File: config.mk
export PLATFORM = sky130hd
export DESIGN_NAME = rbd_merge_flat
export DESIGN_NICKNAME = d
export VERILOG_FILES = /design/src/rtl/rbd_pkg.sv /design/src/rtl/rbd_out_if.sv /design/src/rtl/rbd_merge.sv /design/src/flat_wrapper.sv
export SDC_FILE = /design/constraint.sdc
export NUM_CORES = 1
export LEC_CHECK = 0
export ABC_AREA = 1
export BUFFER_PORTS_ARGS = -buffer_cell sky130_fd_sc_hd__buf_2
export CAP_MARGIN = 0
export CORE_ASPECT_RATIO = 0.6
export CORE_MARGIN = 8
export CORE_UTILIZATION = 40
export DETAILED_ROUTE_END_ITERATION = 7
export MAX_ROUTING_LAYER = met4
export PLACE_DENSITY = 0.74
export SLEW_MARGIN = 20
export SYNTH_ARGS = -nofsm -noshare
export SYNTH_HDL_FRONTEND = slang
export SYNTH_SLANG_ARGS = --single-unit
export TNS_END_PERCENT = 5
File: constraint.sdc
create_clock -name clk_i -period 2.6 [get_ports clk_i]
set_input_delay 0 -clock clk_i [delete_from_list [all_inputs] [get_ports clk_i]]
set_output_delay 0 -clock clk_i [all_outputs]
set_load 0.02 [all_outputs]
File: src/rtl/rbd_pkg.sv
`timescale 1ns / 1ps

package rbd_pkg;

  localparam int CHAN_W      = 8;
  localparam int PAIR_W      = CHAN_W + 1;
  localparam int QUAD_W      = 11;
  localparam int QUAD_RESET  = 1024;

  localparam logic [CHAN_W-1:0] ALPHA_OPAQUE = 8'hFF;

  typedef struct packed {
    logic [CHAN_W-1:0] blue;
    logic [CHAN_W-1:0] green;
    logic [CHAN_W-1:0] red;
  } pixel_t;

  // Per-channel sums of one horizontal pair.
  typedef struct packed {
    logic [PAIR_W-1:0] blue;
    logic [PAIR_W-1:0] green;
    logic [PAIR_W-1:0] red;
  } pair_sum_t;

  // What the current source pixel does at its scan position.
  typedef struct packed {
    logic      wr;
    logic      rd;
    logic      result;
    logic      last;
    pair_sum_t pair;
  } step_t;

endpackage

File: src/rtl/rbd_out_if.sv
`timescale 1ns / 1ps

interface rbd_out_if import rbd_pkg::*; ();

  logic              valid;
  logic              ready;
  logic [CHAN_W-1:0] red_out;
  logic [CHAN_W-1:0] green_out;
  logic [CHAN_W-1:0] blue_out;
  logic [CHAN_W-1:0] alpha_out;
  logic              last_of_image;

  modport source (output valid, output red_out, output green_out, output blue_out,
                  output alpha_out, output last_of_image, input ready);
  modport sink   (input valid, input red_out, input green_out, input blue_out,
                  input alpha_out, input last_of_image, output ready);

endinterface

File: src/rtl/rbd_merge.sv
`timescale 1ns / 1ps

module rbd_merge import rbd_pkg::*; (
  input  logic             clk_i,
  input  logic             rst_ni,
  input  logic             load_i,
  input  step_t            step_i,
  input  pair_sum_t        line_i,
  output logic             ready_o,
  rbd_out_if.source        out_o
);

  logic              s1_valid_q;
  logic              s1_last_q;
  pair_sum_t         s1_pair_q;
  logic              out_valid_q;
  logic              out_last_q;
  pixel_t            out_pix_q;
  pixel_t            avg_d;
  logic              out_adv;
  logic [PAIR_W:0]   sum_r, sum_g, sum_b;

  assign out_adv = !out_valid_q || out_o.ready;
  assign ready_o = !s1_valid_q || out_adv;

  // Upper pair from the line store plus lower pair, divided by four.
  always_comb begin
    sum_r = {1'b0, line_i.red}   + {1'b0, s1_pair_q.red};
    sum_g = {1'b0, line_i.green} + {1'b0, s1_pair_q.green};
    sum_b = {1'b0, line_i.blue}  + {1'b0, s1_pair_q.blue};
    avg_d.red   = sum_r[PAIR_W:2];
    avg_d.green = sum_g[PAIR_W:2];
    avg_d.blue  = sum_b[PAIR_W:2];
  end

  always_ff @(posedge clk_i or negedge rst_ni) begin
    if (!rst_ni) begin
      s1_valid_q  <= 1'b0;
      out_valid_q <= 1'b0;
    end else begin
      if (load_i) begin
        s1_valid_q <= step_i.result;
      end else if (out_adv) begin
        s1_valid_q <= 1'b0;
      end
      if (out_adv) begin
        out_valid_q <= s1_valid_q;
      end
    end
  end

  always_ff @(posedge clk_i) begin
    if (load_i) begin
      s1_last_q <= step_i.last;
      s1_pair_q <= step_i.pair;
    end
    if (out_adv && s1_valid_q) begin
      out_pix_q  <= avg_d;
      out_last_q <= s1_last_q;
    end
  end

  assign out_o.valid         = out_valid_q;
  assign out_o.red_out       = out_pix_q.red;
  assign out_o.green_out     = out_pix_q.green;
  assign out_o.blue_out      = out_pix_q.blue;
  assign out_o.alpha_out     = ALPHA_OPAQUE;
  assign out_o.last_of_image = out_last_q;

endmodule

File: src/flat_wrapper.sv
// flat-port wrapper written by rule: the top's interface ports become plain ports
module rbd_merge_flat import rbd_pkg::*;
  (clk_i, rst_ni, load_i, step_i, line_i, ready_o, out_o_valid, out_o_red_out, out_o_green_out, out_o_blue_out, out_o_alpha_out, out_o_last_of_image, out_o_ready);
  rbd_out_if out_o_i ();
  input  logic clk_i;
  input  logic rst_ni;
  input  logic load_i;
  input  step_t step_i;
  input  pair_sum_t line_i;
  output logic ready_o;
  output wire logic [$bits(out_o_i.valid)-1:0] out_o_valid;
  output wire logic [$bits(out_o_i.red_out)-1:0] out_o_red_out;
  output wire logic [$bits(out_o_i.green_out)-1:0] out_o_green_out;
  output wire logic [$bits(out_o_i.blue_out)-1:0] out_o_blue_out;
  output wire logic [$bits(out_o_i.alpha_out)-1:0] out_o_alpha_out;
  output wire logic [$bits(out_o_i.last_of_image)-1:0] out_o_last_of_image;
  input wire logic [$bits(out_o_i.ready)-1:0] out_o_ready;
  assign out_o_valid = out_o_i.valid;
  assign out_o_red_out = out_o_i.red_out;
  assign out_o_green_out = out_o_i.green_out;
  assign out_o_blue_out = out_o_i.blue_out;
  assign out_o_alpha_out = out_o_i.alpha_out;
  assign out_o_last_of_image = out_o_i.last_of_image;
  assign out_o_i.ready = out_o_ready;
  rbd_merge u_core (.clk_i(clk_i), .rst_ni(rst_ni), .load_i(load_i), .step_i(step_i), .line_i(line_i), .ready_o(ready_o), .out_o(out_o_i));
endmodule
==> results.tsv <==
stage	metric	value	unit
routing	Post-Route WL	6346	um
cts	post-CTS sizing	0	
logic_synthesis	syn_area_per_cell	9.988	sq um
logic_synthesis	Synth cell types	19	
critical_path	Worst Setup End Kind	register	
floorplan	Core Footprint	0.007147	sq mm
cts	Longest Clk Path Bufs	2	
placement	port buffer count	86	
pwr	NetSw	0.0006261	W
pwr	Pleak	1.908	nW
grt	total congestion overflow	0	
logic_synthesis	synth warn	0	
sta	maximum clock rate	652.7	MHz
pwr	PD cells	582.8	mW/mm^2
job	max-cap violations	0	
sta	crit path time final	1.532	ns
finish	post-layout util	54.25	%
placement	Final GP Congestion	0.8583	
routing	DRT antenna net count	0	
grt	first-pass GRT wire length	10520	um
sta	Least-Margin Pin Slew	0.6751	ns
cts	Skew-Pair Late Insertion Delay	0.29	ns
cts	clock sinks	55	
finish	Syn-to-layout area delta	33.41	%
logic_synthesis	post-synthesis sequential area ratio	56.48	%
floorplan	chip height	82.03	um
critical_path	crit path from	u_core.s1_pair_q[15]	
grt	largest net degree at the start of global routing	31	
critical_path	slowest cell on the critical path	edfxtp_1	
critical_path	crit path DAT	1.58	ns
logic_synthesis	post-synth top area share	54.76	%
floorplan	io pins	97	
pwr	Int Pwr	0.001634	W
cts	# Post-CTS Setup Buffers	0	
logic_synthesis	Top FF cell, synth	edfxtp_1	
sta	Slew Viols, Final	0	
routing	DR vias	2245	
sta	final setup vio count	0	
logic_synthesis	Post-synth EDFFs	53	
sta	period utilization	58.93	%
placement	DP HPWL	4863	um
logic_synthesis	Synth top cells by count	81 x nand2_1, 53 x edfxtp_1, 47 x inv_1	
pwr	clock power share	28.6	%
cts	Root Buffer Master	clkbuf_16	
pwr	combinational share of power	23.0	%
logic_synthesis	Mapped Area	0.002907	sq mm
sta	setup_tns	0	ns
logic_synthesis	async set-reset flop share out of synthesis	3.636	%
sta	RSZ-0062 raised after global routing	false	
pwr	register share of total power	48.4	%
critical_path	CP startpoint kind	register	
floorplan	initial core utilization	40.67	%
floorplan	die area	0.01034	sq mm
logic_synthesis	most common cell in the netlist	nand2_1	
sta	final hold vios	0	
pwr	peak supply drop	305.5	uV
logic_synthesis	post-synthesis instance total	291	
floorplan	Die X	126.1	um
finish	fillers	622	
routing	DR vias/cell	4.428	
grt	vias in the first global route	2254	
floorplan	Rows	24	
cts	CTS tree	done	
routing	WL per Instance	12.52	um
sta	Rel. slew slack	54.99	%
logic_synthesis	synthesis-stage register bit count	55	
pwr	Tot Pwr	0.002260	W
pwr	switching share of power	27.70	%
finish	layout cells sized above 1	25.72	%
cts	clk slew on worst S/H paths	0.07	ns
critical_path	critical path's largest stage delay	0.37	ns
logic_synthesis	area leader, netlist	edfxtp_1	
critical_path	CP required	2.64	ns
critical_path	worst r2r src	u_core.s1_pair_q[15]	
logic_synthesis	Area contributors post-synth	edfxtp_1 55%, nand2_1 10%, ha_1 10%, inv_1 6.1%, xor2_1 2.7%	
routing	Remaining DRCs	0	
cts	Num CTS Buffers	5	
cts	H-Tree Depth	2	
finish	# diodes	0	
finish	nets	501	
min_path	Hold Path Class	primary input to asynchronous set/reset pin	
critical_path	CP Cell Sequence	ha_1, inv_1, o21ai_0, nor2_1, nand2_2, nand3_2, nand2_1	
routing	router iterations before antenna repair	4	
critical_path	worst setup path category	register to register	
grt	initial antenna violation count	0	
grt	GRT Total Usage	13.10	%
critical_path	critical path peak fanout	4	
sta	Final Skew	0.005085	ns
outcome	outcome	finished clean	
cts	Hold-fix buffers, CTS	31	
sta	Min Hold Slack	0.02832	ns
routing	iteration-0 DRC count of the detailed router	98	
==> cell families (layout without fill, tap and decap cells) <==
kind of cell               Yosys count  count (layout)  synth area share [%]
AOI/OAI and AO/OA                   22              22                 4.003
xor gates and xnor gates             9               9                 2.712
adders and majority gates           24              24                 10.33
buffers and inverters               55             173                 8.136
DFF                                 55              55                 56.48
other                                1               8                0.1290
and+or+nand+nor                    125             125                 18.21
==> worst max-delay path, delay by kind of cell (launching register included) <==
kind	cells	cell delay [ns]
adder cells (fa/ha/maj)	1	0.35
buffers and inverters	1	0.10
flip-flops	1	0.37
AND/OR/NAND/NOR	4	0.40
AO/OA/AOI/OAI	1	0.07
==> path summary, 6_finish.rpt <==
| path | endpoint | slack, ns | depth (start not counted) |
|---|---|---|---|
| min in group clk_i | u_core.out_o.red_out[7] | 0.12 | 4 |
| max in group asynchronous | u_core.s1_valid_q | 2.47 | 2 |
| max reg2reg | u_core.out_o.green_out[7] | 1.07 | 7 |
| min reg2reg | u_core.out_o.last_of_image | 0.43 | 0 |
| max | u_core.out_o.green_out[7] | 1.07 | 7 |
| min | u_core.out_o.valid | 0.03 | 2 |
==> cell type report <==
type | instances | area, sq um | share of cell area [%]
flip-flops and latches | 55 | 1642 | 42.34
multi-input cells | 188 | 1057 | 27.27
repair buffers | 118 | 748.2 | 19.30
inverters | 47 | 176.4 | 4.550
clock buffers | 5 | 125.1 | 3.227
well taps | 91 | 113.9 | 2.936
clock inverters | 3 | 15.01 | 0.3872
==> stage by stage <==
stage                     std cells  setup slack, ns  cell area, sq um
after floorplan                 298           0.5470              2933
after global placement          468            1.091              3427
after detailed placement        468            1.090              3427
after CTS                       507            1.072              3877
after global routing            507           0.8610              3877
final                           507            1.068              3877
==> routing by layer <==
layer,up-vias,global-route usage [%],wire [um]
li1,1187,-,-
met1,990,14.97,2823
met2,62,22.61,3090
met3,6,3.435,355
met4,0,3.933,76
met5,-,-,0
==> power by group through the flow <==
| stage | registers (W) | logic [W] | clock network (W) |
|---|---|---|---|
| final | 0.00109 | 0.000521 | 0.000645 |
| after global routing | 0.00110 | 0.000591 | 0.000696 |
| after CTS | 0.00110 | 0.000521 | 0.000665 |
| after detailed placement | 0.00112 | 0.000483 | 0 |
| after global placement | 0.00111 | 0.000474 | 0 |
| after floorplan | 0.00116 | 0.000294 | 0 |
==> cells in the final DEF, fill, tap and decap left out, drive strengths merged <==
master	Yosys	routed
nand2	92	92
buf	8	87
edfxtp	53	53
inv	47	47
dlygate4sd3	0	31
ha	24	24
nand3	16	16
nor2	13	13
a21oi	11	11
o21ai	10	10
xor2	9	9
conb	1	8
clkbuf	0	5
nand4	2	2
nor3	2	2
clkinv	0	2
dfrtp	2	2
o21bai	1	1
clkinvlp	0	1
==> flip-flops by register name (all words and copies together) (netlist names) <==
register                    count
u_core.out_o.blue_out           8
u_core.out_o.green_out          8
u_core.out_o.last_of_image      1
u_core.out_o.red_out            8
u_core.out_o.valid              1
u_core.s1_last_q                1
u_core.s1_pair_q               27
u_core.s1_valid_q               1
No activity file was read; power rests on OpenSTA's default activity.
